$ cat config.mk
export PLATFORM = sky130hd
export DESIGN_NAME = k_mismatch_string_matcher
export DESIGN_NICKNAME = d
export VERILOG_FILES = /design/src/hw/rtl/kmm_pkg.sv /design/src/hw/rtl/k_mismatch_string_matcher.sv /design/src/hw/rtl/kmm_front.sv /design/src/hw/rtl/kmm_fifo.sv /design/src/hw/rtl/kmm_back.sv
export SDC_FILE = /design/constraint.sdc
export NUM_CORES = 1
export LEC_CHECK = 0
export BUFFER_PORTS_ARGS = -buffer_cell sky130_fd_sc_hd__buf_2
export CAP_MARGIN = 20
export CORE_MARGIN = 5
export CORE_UTILIZATION = 50
export CTS_CLUSTER_DIAMETER = 40
export DETAILED_ROUTE_END_ITERATION = 10
export PLACE_DENSITY_LB_ADDON = 0.08
export SETUP_SLACK_MARGIN = 0.5
export SLEW_MARGIN = 30
export SYNTH_ARGS = -nofsm -noshare
export SYNTH_HDL_FRONTEND = slang
export SYNTH_SLANG_ARGS = --single-unit
export TNS_END_PERCENT = 10
$ cat constraint.sdc
create_clock -name clk -period 16.4 [get_ports clk]
set_input_delay 3.28 -clock clk [delete_from_list [all_inputs] [get_ports clk]]
set_output_delay 3.28 -clock clk [all_outputs]
set_load 0.005 [all_outputs]
$ cat src/hw/rtl/kmm_pkg.sv
// ----------------------------------------------------------------------------
// kmm_pkg
// shared types and constants of the k-mismatch string matcher
// ----------------------------------------------------------------------------
package kmm_pkg;

  // defaults of the top level parameters
  localparam int MAX_PATTERN_DEF  = 16;
  localparam int MAX_MISMATCH_DEF = 7;
  localparam int COUNT_WIDTH_DEF  = 32;

  // fixed field widths
  localparam int BYTE_W      = 8;
  localparam int CFG_DATA_W  = 64;
  localparam int CFG_INDEX_W = 2;
  localparam int LEN_W       = 5;
  localparam int LIM_W       = 3;
  localparam int OUT_COUNT_W = 32;
  localparam int IN_TDATA_W  = 8;
  localparam int OUT_TDATA_W = 40;

  // number of pattern characters held in the two pattern registers
  localparam int PATTERN_CHARS = 16;

  // depth of the queue between front and back
  localparam int QUEUE_DEPTH = 4;

  typedef enum logic [CFG_INDEX_W-1:0] {
    REG_PATTERN_LOW    = 2'd0,
    REG_PATTERN_HIGH   = 2'd1,
    REG_PATTERN_LENGTH = 2'd2,
    REG_MISMATCH_LIMIT = 2'd3
  } kmm_reg_t;

  // match settings handed to the back end
  typedef struct packed {
    logic [LEN_W-1:0] pattern_length;
    logic [LIM_W-1:0] mismatch_limit;
  } kmm_ctrl_t;

endpackage

$ cat src/hw/rtl/k_mismatch_string_matcher.sv
// ----------------------------------------------------------------------------
// k_mismatch_string_matcher
// streaming shift-add matcher: flags text windows within k mismatches
// ----------------------------------------------------------------------------
//
//  channel  | dir | handshake         | contents
//  ---------+-----+-------------------+--------------------------------------
//  s_*      | in  | s_tvalid/s_tready | text byte, tlast = end of text
//  m_*      | out | m_tvalid/m_tready | match flag + count, tlast = text done
//  cfg_*    | in  | cfg_we            | pattern, length, limit registers
//
//  one word per cycle sustained while the queue has room; an accepted word is
//  compared at the queue write, then the counter update registers it at m_*
//  the shift-add counter update sets the rate
//  rst (synchronous) clears the queue, saturates all counters, zeroes the
//  count and loads register defaults; no clearing pass
//  the 4-entry queue lets s_tready stay high while m_tready is low until
//  the queue fills; the output register is refilled in the cycle it is taken
//
module k_mismatch_string_matcher import kmm_pkg::*; #(
  parameter int MAX_PATTERN  = MAX_PATTERN_DEF,
  parameter int MAX_MISMATCH = MAX_MISMATCH_DEF,
  parameter int COUNT_WIDTH  = COUNT_WIDTH_DEF
) (
  input  logic                   clk,
  input  logic                   rst,
  // input stream
  input  logic                   s_tvalid,
  output logic                   s_tready,
  input  logic [IN_TDATA_W-1:0]  s_tdata,   // [7:0] text_byte
  input  logic                   s_tlast,   // end_of_text
  // result stream
  output logic                   m_tvalid,
  input  logic                   m_tready,
  output logic [OUT_TDATA_W-1:0] m_tdata,   // [0] match_here, [32:1] match_count, zero fill
  output logic                   m_tlast,   // text_done
  // register writes
  input  logic                   cfg_we,
  input  logic [CFG_INDEX_W-1:0] cfg_index,
  input  logic [CFG_DATA_W-1:0]  cfg_data
);

  // configuration registers
  logic [CFG_DATA_W-1:0] pattern_low;
  logic [CFG_DATA_W-1:0] pattern_high;
  logic [LEN_W-1:0]      pattern_length;
  logic [LIM_W-1:0]      mismatch_limit;

  always_ff @(posedge clk) begin
    if (rst) begin
      pattern_low    <= '0;
      pattern_high   <= '0;
      pattern_length <= LEN_W'(1);
      mismatch_limit <= '0;
    end else if (cfg_we) begin
      case (kmm_reg_t'(cfg_index))
        REG_PATTERN_LOW:    pattern_low    <= cfg_data;
        REG_PATTERN_HIGH:   pattern_high   <= cfg_data;
        REG_PATTERN_LENGTH: pattern_length <= cfg_data[LEN_W-1:0];
        REG_MISMATCH_LIMIT: mismatch_limit <= cfg_data[LIM_W-1:0];
        default: ;
      endcase
    end
  end

  kmm_ctrl_t ctrl;
  assign ctrl.pattern_length = pattern_length;
  assign ctrl.mismatch_limit = mismatch_limit;

  // queue word: {end of text, per-position mismatch bits}
  logic                 q_push;
  logic                 q_full;
  logic                 q_pop;
  logic                 q_valid;
  logic [MAX_PATTERN:0] q_wdata;
  logic [MAX_PATTERN:0] q_rdata;

  kmm_front #(
    .MAX_PATTERN (MAX_PATTERN)
  ) u_front (
    .s_tvalid    (s_tvalid),
    .s_tready    (s_tready),
    .text_byte   (s_tdata[BYTE_W-1:0]),
    .end_of_text (s_tlast),
    .pattern     ({pattern_high, pattern_low}),
    .q_full      (q_full),
    .q_push      (q_push),
    .q_wdata     (q_wdata)
  );

  kmm_fifo #(
    .WIDTH (MAX_PATTERN + 1)
  ) u_fifo (
    .clk   (clk),
    .rst   (rst),
    .push  (q_push),
    .wdata (q_wdata),
    .full  (q_full),
    .pop   (q_pop),
    .valid (q_valid),
    .rdata (q_rdata)
  );

  logic                   match_here;
  logic [OUT_COUNT_W-1:0] match_count;

  kmm_back #(
    .MAX_PATTERN  (MAX_PATTERN),
    .MAX_MISMATCH (MAX_MISMATCH),
    .COUNT_WIDTH  (COUNT_WIDTH)
  ) u_back (
    .clk         (clk),
    .rst         (rst),
    .ctrl        (ctrl),
    .q_valid     (q_valid),
    .q_rdata     (q_rdata),
    .q_pop       (q_pop),
    .m_tvalid    (m_tvalid),
    .m_tready    (m_tready),
    .match_here  (match_here),
    .match_count (match_count),
    .text_done   (m_tlast)
  );

  // pack the result word, zero fill up to whole bytes
  assign m_tdata = {(OUT_TDATA_W - OUT_COUNT_W - 1)'(0), match_count, match_here};

endmodule

$ cat src/hw/rtl/kmm_front.sv
// ----------------------------------------------------------------------------
// kmm_front
// accepts text bytes and compares each against every pattern character
// ----------------------------------------------------------------------------
module kmm_front import kmm_pkg::*; #(
  parameter int MAX_PATTERN = MAX_PATTERN_DEF
) (
  input  logic                       s_tvalid,
  output logic                       s_tready,
  input  logic [BYTE_W-1:0]          text_byte,
  input  logic                       end_of_text,
  input  logic [2*CFG_DATA_W-1:0]    pattern,
  input  logic                       q_full,
  output logic                       q_push,
  output logic [MAX_PATTERN:0]       q_wdata
);

  logic [MAX_PATTERN-1:0] mismatch;

  // positions beyond the pattern registers compare against zero
  for (genvar j = 0; j < MAX_PATTERN; j++) begin : g_cmp
    if (j < PATTERN_CHARS) begin : g_reg
      assign mismatch[j] = (text_byte != pattern[BYTE_W*j +: BYTE_W]);
    end else begin : g_zero
      assign mismatch[j] = (text_byte != '0);
    end
  end

  assign s_tready = !q_full;
  assign q_push   = s_tvalid && !q_full;
  assign q_wdata  = {end_of_text, mismatch};

endmodule

$ cat src/hw/rtl/kmm_fifo.sv
// ----------------------------------------------------------------------------
// kmm_fifo
// short queue between the compare front and the counter back end
// ----------------------------------------------------------------------------
module kmm_fifo import kmm_pkg::*; #(
  parameter int WIDTH = 17
) (
  input  logic             clk,
  input  logic             rst,
  input  logic             push,
  input  logic [WIDTH-1:0] wdata,
  output logic             full,
  input  logic             pop,
  output logic             valid,
  output logic [WIDTH-1:0] rdata
);

  localparam int PTR_W = $clog2(QUEUE_DEPTH);
  localparam int CNT_W = $clog2(QUEUE_DEPTH + 1);

  logic [WIDTH-1:0] mem [QUEUE_DEPTH];
  logic [PTR_W-1:0] wr_ptr;
  logic [PTR_W-1:0] rd_ptr;
  logic [CNT_W-1:0] count;

  assign full  = (count == CNT_W'(QUEUE_DEPTH));
  assign valid = (count != '0);
  assign rdata = mem[rd_ptr];

  always_ff @(posedge clk) begin
    if (push) begin
      mem[wr_ptr] <= wdata;
    end
  end

  always_ff @(posedge clk) begin
    if (rst) begin
      wr_ptr <= '0;
      rd_ptr <= '0;
      count  <= '0;
    end else begin
      if (push) begin
        wr_ptr <= (wr_ptr == PTR_W'(QUEUE_DEPTH - 1)) ? '0 : wr_ptr + 1'b1;
      end
      if (pop) begin
        rd_ptr <= (rd_ptr == PTR_W'(QUEUE_DEPTH - 1)) ? '0 : rd_ptr + 1'b1;
      end
      if (push && !pop) begin
        count <= count + 1'b1;
      end else if (pop && !push) begin
        count <= count - 1'b1;
      end
    end
  end

  a_count_bound: assert property (@(posedge clk) disable iff (rst)
    count <= CNT_W'(QUEUE_DEPTH))
    else $error("queue fill level above depth");

endmodule

$ cat src/hw/rtl/kmm_back.sv
// ----------------------------------------------------------------------------
// kmm_back
// shift-add mismatch counters, match decision and occurrence count
// ----------------------------------------------------------------------------
module kmm_back import kmm_pkg::*; #(
  parameter int MAX_PATTERN  = MAX_PATTERN_DEF,
  parameter int MAX_MISMATCH = MAX_MISMATCH_DEF,
  parameter int COUNT_WIDTH  = COUNT_WIDTH_DEF
) (
  input  logic                   clk,
  input  logic                   rst,
  input  kmm_ctrl_t              ctrl,
  input  logic                   q_valid,
  input  logic [MAX_PATTERN:0]   q_rdata,
  output logic                   q_pop,
  output logic                   m_tvalid,
  input  logic                   m_tready,
  output logic                   match_here,
  output logic [OUT_COUNT_W-1:0] match_count,
  output logic                   text_done
);

  localparam int CW    = $clog2(MAX_MISMATCH + 2);
  localparam int IW    = (MAX_PATTERN > 1) ? $clog2(MAX_PATTERN) : 1;
  localparam int LCW   = $clog2(MAX_PATTERN + 1) + 1;
  localparam int CMP_W = 9;
  localparam logic [CW-1:0] SAT = CW'(MAX_MISMATCH + 1);

  logic [CW-1:0]          cnt      [MAX_PATTERN];
  logic [CW-1:0]          cnt_next [MAX_PATTERN];
  logic [COUNT_WIDTH-1:0] occ;
  logic [COUNT_WIDTH-1:0] occ_base;
  logic [COUNT_WIDTH-1:0] occ_next;
  logic                   restart_pending;

  logic [MAX_PATTERN-1:0] mismatch;
  logic                   last;
  logic [LCW-1:0]         len_c;
  logic [IW-1:0]          sel;
  logic [CMP_W-1:0]       lim_c;
  logic                   hit;

  assign mismatch = q_rdata[MAX_PATTERN-1:0];
  assign last     = q_rdata[MAX_PATTERN];
  assign q_pop    = q_valid && (!m_tvalid || m_tready);

  // counter j takes counter j-1 plus this position's mismatch
  for (genvar j = 0; j < MAX_PATTERN; j++) begin : g_cnt
    logic [CW-1:0] prev;
    logic [CW:0]   sum;
    if (j == 0) begin : g_first
      assign prev = '0;
    end else begin : g_rest
      assign prev = restart_pending ? SAT : cnt[j-1];
    end
    assign sum         = {1'b0, prev} + (CW+1)'(mismatch[j]);
    assign cnt_next[j] = (sum > {1'b0, SAT}) ? SAT : sum[CW-1:0];
  end

  always_comb begin
    len_c = LCW'(ctrl.pattern_length);
    if (len_c == '0) begin
      len_c = LCW'(1);
    end else if (len_c > LCW'(MAX_PATTERN)) begin
      len_c = LCW'(MAX_PATTERN);
    end
    sel = IW'(len_c - LCW'(1));

    lim_c = CMP_W'(ctrl.mismatch_limit);
    if (lim_c > CMP_W'(MAX_MISMATCH)) begin
      lim_c = CMP_W'(MAX_MISMATCH);
    end

    hit      = (CMP_W'(cnt_next[sel]) <= lim_c);
    occ_base = restart_pending ? '0 : occ;
    occ_next = (hit && (occ_base != '1)) ? occ_base + 1'b1 : occ_base;
  end

  always_ff @(posedge clk) begin
    if (rst) begin
      for (int j = 0; j < MAX_PATTERN; j++) begin
        cnt[j] <= SAT;
      end
      occ             <= '0;
      restart_pending <= 1'b1;
      m_tvalid        <= 1'b0;
    end else begin
      if (q_pop) begin
        for (int j = 0; j < MAX_PATTERN; j++) begin
          cnt[j] <= cnt_next[j];
        end
        occ             <= occ_next;
        restart_pending <= last;
        m_tvalid        <= 1'b1;
      end else if (m_tready) begin
        m_tvalid <= 1'b0;
      end
    end
  end

  always_ff @(posedge clk) begin
    if (q_pop) begin
      match_here  <= hit;
      match_count <= OUT_COUNT_W'(occ_next);
      text_done   <= last;
    end
  end

  a_restart_arm: assert property (@(posedge clk) disable iff (rst)
    q_pop && last |=> restart_pending)
    else $error("end of text did not arm a restart");

  a_restart_count: assert property (@(posedge clk) disable iff (rst)
    q_pop && restart_pending |=> occ <= COUNT_WIDTH'(1))
    else $error("count not cleared on restart");

  a_count_hold: assert property (@(posedge clk) disable iff (rst)
    q_pop && !hit && !restart_pending |=> occ == $past(occ))
    else $error("count moved without a match");

endmodule

### Yosys cells after proc, flatten, opt, wreduce, memory -nomap -nowiden

Memories as Yosys holds them, arrays and structs flattened. A register that Yosys moved wholly into a read port is not among the register bits.
Cells that the tools add are included.

* bits in registers: 211
* bits in writable memories: 132
* input bits: 80
* output and inout port bits: 43
* word-level logic and storage cells: 183
* memories kept: 2

* add/sub/neg operators: 21
* order comparisons: 19
* eq/ne operators: 23
* mux-type cells: 69
* bitwise logic cells: 17
* reduce and logical (&&, ||, !) cells: 19

Memory list
* u_fifo.mem: depth 4, width 17, rd ports 1, clocked after Yosys merged registers in 1, write ports 1, RTL line kmm_fifo.sv:21 `logic [WIDTH-1:0] mem [QUEUE_DEPTH];`
* u_back.cnt: depth 16, width 4, rd ports 15, clocked after Yosys merged registers in 0, write ports 16, RTL line kmm_back.sv:29 `logic [CW-1:0] cnt [MAX_PATTERN];`

Operators by type and width (count)
* $mux W4: 51
* $ne A8 B8 Y1: 16
* $add A4 B1 Y5: 15
* $gt A5 B4 Y1 const B: 15
* $mux W32: 2
* $add A32 B1 Y32 const B: 1
* $ne A32 B32 Y1 const B: 1
* $bmux W4 S4: 1
* $or A1 B1 Y1: 16
* $mux W1: 9
* $eq A2 B2 Y1 const B: 4
* $mux W2: 4
* $reduce_and A2 Y1: 4
* $mux W3: 2
* $ge A5 B5 Y1 const B: 1
* $gt A5 B5 Y1 const B: 1
* $logic_and A1 B1 Y1: 5
* $logic_not A5 Y1: 1
* $not A4 Y5: 1
* $add A2 B1 Y2 const B: 2
* $gt A1 B4 Y1 const B: 1
* $le A4 B3 Y1: 1
* $logic_not A1 Y1: 4
* $reduce_bool A2 Y1: 2
* other kinds (8): 8

### Longest topological paths before layout

* depth after elaboration: 11
* depth in mapped cells: 28
* gate-level depth less buffers: 21

### Hierarchy

Synthesis repeated with hierarchy kept, for this count alone.

* cells, all modules: 1613
* area total of the unflattened synthesis: 17813.3 sq um

Modules (own cells, without submodules)
* kmm_back: instances 1, cells an instance 761, area an instance 7647.3 sq um, seq. area each 3413.3 sq um
* k_mismatch_string_matcher: instances 1, cells an instance 524, area an instance 5644.2 sq um, seq. area each 2722.6 sq um
* kmm_fifo: instances 1, cells an instance 133, area an instance 2934.1 sq um, seq. area each 2222.1 sq um
* kmm_front: instances 1, cells an instance 195, area an instance 1587.8 sq um, seq. area each 0.0 sq um

### Worst setup path after synthesis

OpenSTA, ideal clock, no wires.

* kind: in2reg
* start: input m_tready
* end: memory u_back.cnt[0][0] in the netlist's numbering, enable pin
* library setup time: 511 ps
* arrival time: 5542 ps
* data required time: 15889 ps
* path slack: 10346 ps
* stages on the path: 5
* path buffers: 0
* path through: inv_1 -> a21o_1 -> clkinv_1 -> nor2_1 -> inv_1

RTL lines
* start, declared: RTL line k_mismatch_string_matcher.sv:34 `input logic m_tready,`
* end, declared: RTL line kmm_back.sv:29

### Worst setup path after layout

* start: register pattern_length[1]
* end: register u_back.match_count[14], data pin

* longest elaborated chain between the ends: 11
* elaborated cells on any way between the ends: 12
* classes of those cells: add/sub (1); order compare (2); mux (6); bitwise (1); reduce/logical (2)

Ends and longest elaborated chain
* start, declared: RTL line k_mismatch_string_matcher.sv:46 `logic [LEN_W-1:0] pattern_length;`
* start signal, assigned: RTL line k_mismatch_string_matcher.sv:59 `REG_PATTERN_LENGTH: pattern_length <= cfg_data[LEN_W-1:0];`
* $gt A5 B5 Y1: RTL line kmm_back.sv:64 `end else if (len_c > LCW'(MAX_PATTERN)) begin`
* $mux W4: RTL line kmm_back.sv:64
* $mux W4 (*): RTL line kmm_back.sv:62 `if (len_c == '0) begin`
* $sub A4 B1 Y4 (*): RTL line kmm_back.sv:67 `sel = IW'(len_c - LCW'(1));`
* $not A4 Y5 (not written as such) (*): RTL line kmm_back.sv:74 `hit = (CMP_W'(cnt_next[sel]) <= lim_c);`
* $bmux W4 S4 (*): RTL line kmm_back.sv:74
* $mux W4 (not written as such) (*) (2 in a row): RTL line kmm_back.sv:74
* $le A4 B3 Y1 (*): RTL line kmm_back.sv:74
* $logic_and A1 B1 Y1 (*): RTL line kmm_back.sv:76 `occ_next = (hit && (occ_base != '1)) ? occ_base + 1'b1 : occ_base;`
* $mux W32 (*): RTL line kmm_back.sv:76
* net u_back.occ_next[14]: RTL line kmm_back.sv:33 `logic [COUNT_WIDTH-1:0] occ_next;`
* end signal, assigned: RTL line kmm_back.sv:104 `match_count <= OUT_COUNT_W'(occ_next);`
* end, declared: RTL line kmm_back.sv:19 `output logic [OUT_COUNT_W-1:0] match_count,`

The timed path passes the listed nets; every way through them passes the cells marked *. The select of a mux whose other input is x is not followed.
A chain may end at the register's enable or synchronous reset.

==> flow_metrics.tcl <==
set metrics [dict create \
    run_status "finished clean" \
    drt_wl_total_mm 40.1 \
    ys.flop_type "sky130_fd_sc_hd__dfxtp_1" \
    cts_buffers 47 \
    synth_edf_count 159 \
    route.vias.total 12400 \
    design.final.nets 1906 \
    area_of_the_die_um2 37000 \
    core_region_area_um2 32700 \
    timing.final.crit_period_ns 5.94 \
    overflow 0 \
    drc_errors 0 \
    number_of_antenna_violations_at_the_first_check_in_global_routing 3 \
    hold_viol_final 0 \
    grt_pass1_vias 12000 \
    synth_top_area_cell "sky130_fd_sc_hd__edfxtp_1" \
    cp-end-kind "register" \
    post-route-period-util_pct 36.2 \
    timing.max_slew.rel_slack_pct 36.1 \
    unrepaired_setup_endpoints_after_global_routing "no" \
    wire_length_of_the_first_global_routing_pass_mm 64.0 \
    pin_count 123 \
    finalSetupViolations 0 \
    tritoncts_clock_tree "built" \
    clk_root_buffer_cell "sky130_fd_sc_hd__clkbuf_16" \
    syn_area_per_cell_um2 9.72 \
    netlist_top_cells_count "sky130_fd_sc_hd__nand2_1 (325), sky130_fd_sc_hd__dfxtp_1 (179), sky130_fd_sc_hd__edfxtp_1 (159), sky130_fd_sc_hd__a21oi_1 (153), sky130_fd_sc_hd__xor2_1 (141)" \
    numPortBuffers 115 \
    clock-skew-final_ns 0.0138 \
    vdd_ir_drop_max_v 0.0000841 \
    max_slew.worst_pin.slew_ns 0.958 \
    numPlacedInstances 2176 \
    first_iter_violations 835 \
    yosysWarningCount 0 \
    highest_clock_rate_mhz 168 \
    cts.sinks 338 \
    postCtsSetupBuffers 0 \
    critPathRequiredTime_ns 16.81 \
    regToRegSetupSlack_ns 10.46 \
    setup.worst_path.class "reg -> reg" \
    synth_area_leaders "sky130_fd_sc_hd__edfxtp_1 (29%), sky130_fd_sc_hd__dfxtp_1 (22%), sky130_fd_sc_hd__xor2_1 (7.4%), sky130_fd_sc_hd__nand2_1 (7.3%), sky130_fd_sc_hd__a21oi_1 (4.6%)" \
    num_rows 66 \
    route.detailed.vias_per_inst 5.48 \
    synth_cell_types 74 \
    die_width_um 192 \
    antenna_left 0 \
    maxCapViolations 0 \
    maximum_number_of_pins_on_one_net_before_global_route_repair 92 \
    hpwlAfterDp_mm 26.3 \
    global_route.usage.total_pct 21.5 \
    startpoint_type "register" \
    cp_max_fo 23 \
    worst_skew_pair.late_latency_ns 0.56 \
    worst_setup_hold_path_clk_slew_ns 0.06 \
    pwr_cell_area_nw_per_um2 137 \
    routed_wire_length_per_instance_um 17.7 \
    post-synth-top-count-cell "sky130_fd_sc_hd__nand2_1" \
    synth.yosys.seq_area_share_pct 50.2 \
    hold_path_depth 2 \
    reg2reg_to "u_back.match_count[14]" \
    syn-instance-count 1712 \
    power.static_leakage_nw 7.23 \
    drt_pre_antenna_iters 5 \
    syn2layout_area_growth_pct 14.8 \
    htree_levels 2 \
    instances_no_fill 2265 \
    post_route_cells_drive_above_1_share_pct 14.0 \
    rr_startpoint "pattern_length[1]" \
    total_power_mw 2.61 \
    netlist.area_leader.share_pct 28.7 \
    hold-path-endpoint "pattern_high[59]" \
    netlist_area_um2 16600 \
    synthArstFlopShare_pct 0 \
    finalSetupTns_ns 0 \
    worst_hold_path_type "reg -> reg" \
    gp_weighted_congestion 0.840 \
    start_util_pct 50.9 \
    num-fill-cells 2888 \
    synth_seq_cells 338 \
    count_of_cells_resized_by_post_cts_repair 0 \
    cts_hold_buf 0 \
    cts_buffer_depth 3 \
    timing.final.max_slew_violations 0 \
    worst_endpoint_data_arrival_time_ns 6.34 \
    die_height_um 192 \
    hold_path_origin "pattern_high[59]" \
    r2r.worst_path.cells 17 \
]
worst max path at each step:
stage	start	end	slack, ns
6_report	pattern_length[1]	u_back.match_count[14]	10.46
5_1_grt	pattern_length[1]	u_back.occ[8]	9.90
3_3_place_gp	m_tready	u_back.cnt[10][3]	10.65
2_1_floorplan	m_tready	u_back.cnt[0][0]	10.35
3_5_place_dp	pattern_length[1]	u_back.match_count[14]	10.50
4_1_cts	pattern_length[1]	u_back.match_count[14]	10.51
worst max-delay path: stages, from the launching register on:
cell and delay [ns]:
sky130_fd_sc_hd__dfxtp_1 0.33, sky130_fd_sc_hd__or3_4 0.42, sky130_fd_sc_hd__a21oi_4 0.52, sky130_fd_sc_hd__inv_2 0.31, sky130_fd_sc_hd__ha_1 0.63, sky130_fd_sc_hd__clkinv_1 0.37, sky130_fd_sc_hd__a221oi_1 0.31, sky130_fd_sc_hd__nor3_1 0.08
sky130_fd_sc_hd__a311oi_1 0.29, sky130_fd_sc_hd__a21oi_1 0.07, sky130_fd_sc_hd__ha_1 0.29, sky130_fd_sc_hd__a21o_1 0.17, sky130_fd_sc_hd__a21oi_1 0.13, sky130_fd_sc_hd__a31oi_1 0.08, sky130_fd_sc_hd__a31oi_4 0.58, sky130_fd_sc_hd__nand3_2 0.49
sky130_fd_sc_hd__or4_1 0.53, sky130_fd_sc_hd__a21oi_1 0.15
power by group:
group	leakage (nW)	switching, mW	internal, mW
combinational	3.45	0.314	0.177
sequential	2.99	0.0647	1.01
clock	0.789	0.400	0.650
registers in the layout (all words and copies together), names as in the netlist, 2 cells and up, named ones only:
signal	count
mismatch_limit	3
pattern_high	64
pattern_length	5
pattern_low	64
u_back.cnt	57
u_back.match_count	32
u_back.occ	32
u_fifo.count	3
u_fifo.mem	68
u_fifo.rd_ptr	2
u_fifo.wr_ptr	2
per-layer routing:
| layer | global-route usage, % | vias up | share of wire (%) |
|---|---|---|---|
| met3 | 3.80 | 66 | 4.4 |
| met1 | 30.2 | 5906 | 47 |
| li1 | - | 6187 | - |
| met2 | 34.7 | 255 | 46 |
| met4 | 5.60 | 4 | 2.1 |
| met5 | 0 | - | 0.052 |
layout by cell type (no fill, tap or decap), drive strengths merged, types with 15 or more instances in the layout:
master / count
nand2: 326
dfxtp: 179
edfxtp: 159
a21oi: 155
xor2: 141
buf: 131
nor2: 79
nor2b: 61
clkbuf: 57
nand3: 55
ha: 41
and3: 41
inv: 37
nor4: 36
xnor2: 27
nor3: 26
a31oi: 24
o21ai: 22
and2: 21
mux4: 18
a311oi: 15
or4: 15
layout make-up:
class | instances | area, um2 | area share [%]
Antenna cell | 1 | 2.50 | 0.0131
Clock inverter | 30 | 357 | 1.87
Timing Repair Buffer | 131 | 714 | 3.74
Inverter | 31 | 116 | 0.609
Sequential cell | 338 | 8360 | 43.7
Tap cell | 442 | 553 | 2.89
Multi-Input combinational cell | 1235 | 7720 | 40.4
Clock buffer | 57 | 1290 | 6.75
cells by family after synthesis:
family	Yosys count	share of synthesized area, %
AOI/OAI and AO/OA	270	10.0
and+or+nand+nor	717	20.9
buffers and inverters	145	3.65
muxes	31	3.22
adders and majority gates	42	3.20
DFF	338	50.2
other	1	0.0225
xor gates and xnor gates	168	8.84
metrics by stage:
step	instance area (um2)	worst slack (ns)	util, %	hold slack, ns
after global placement	17400	10.65	53.3	0.453
after detailed placement	17400	10.50	53.3	0.459
after CTS	19100	10.51	58.4	0.467
after global routing	19100	9.90	58.4	0.480
after floorplan	16700	10.35	-	0.447
final	19100	10.46	58.4	0.463
Power figures use the tool's default switching activity.
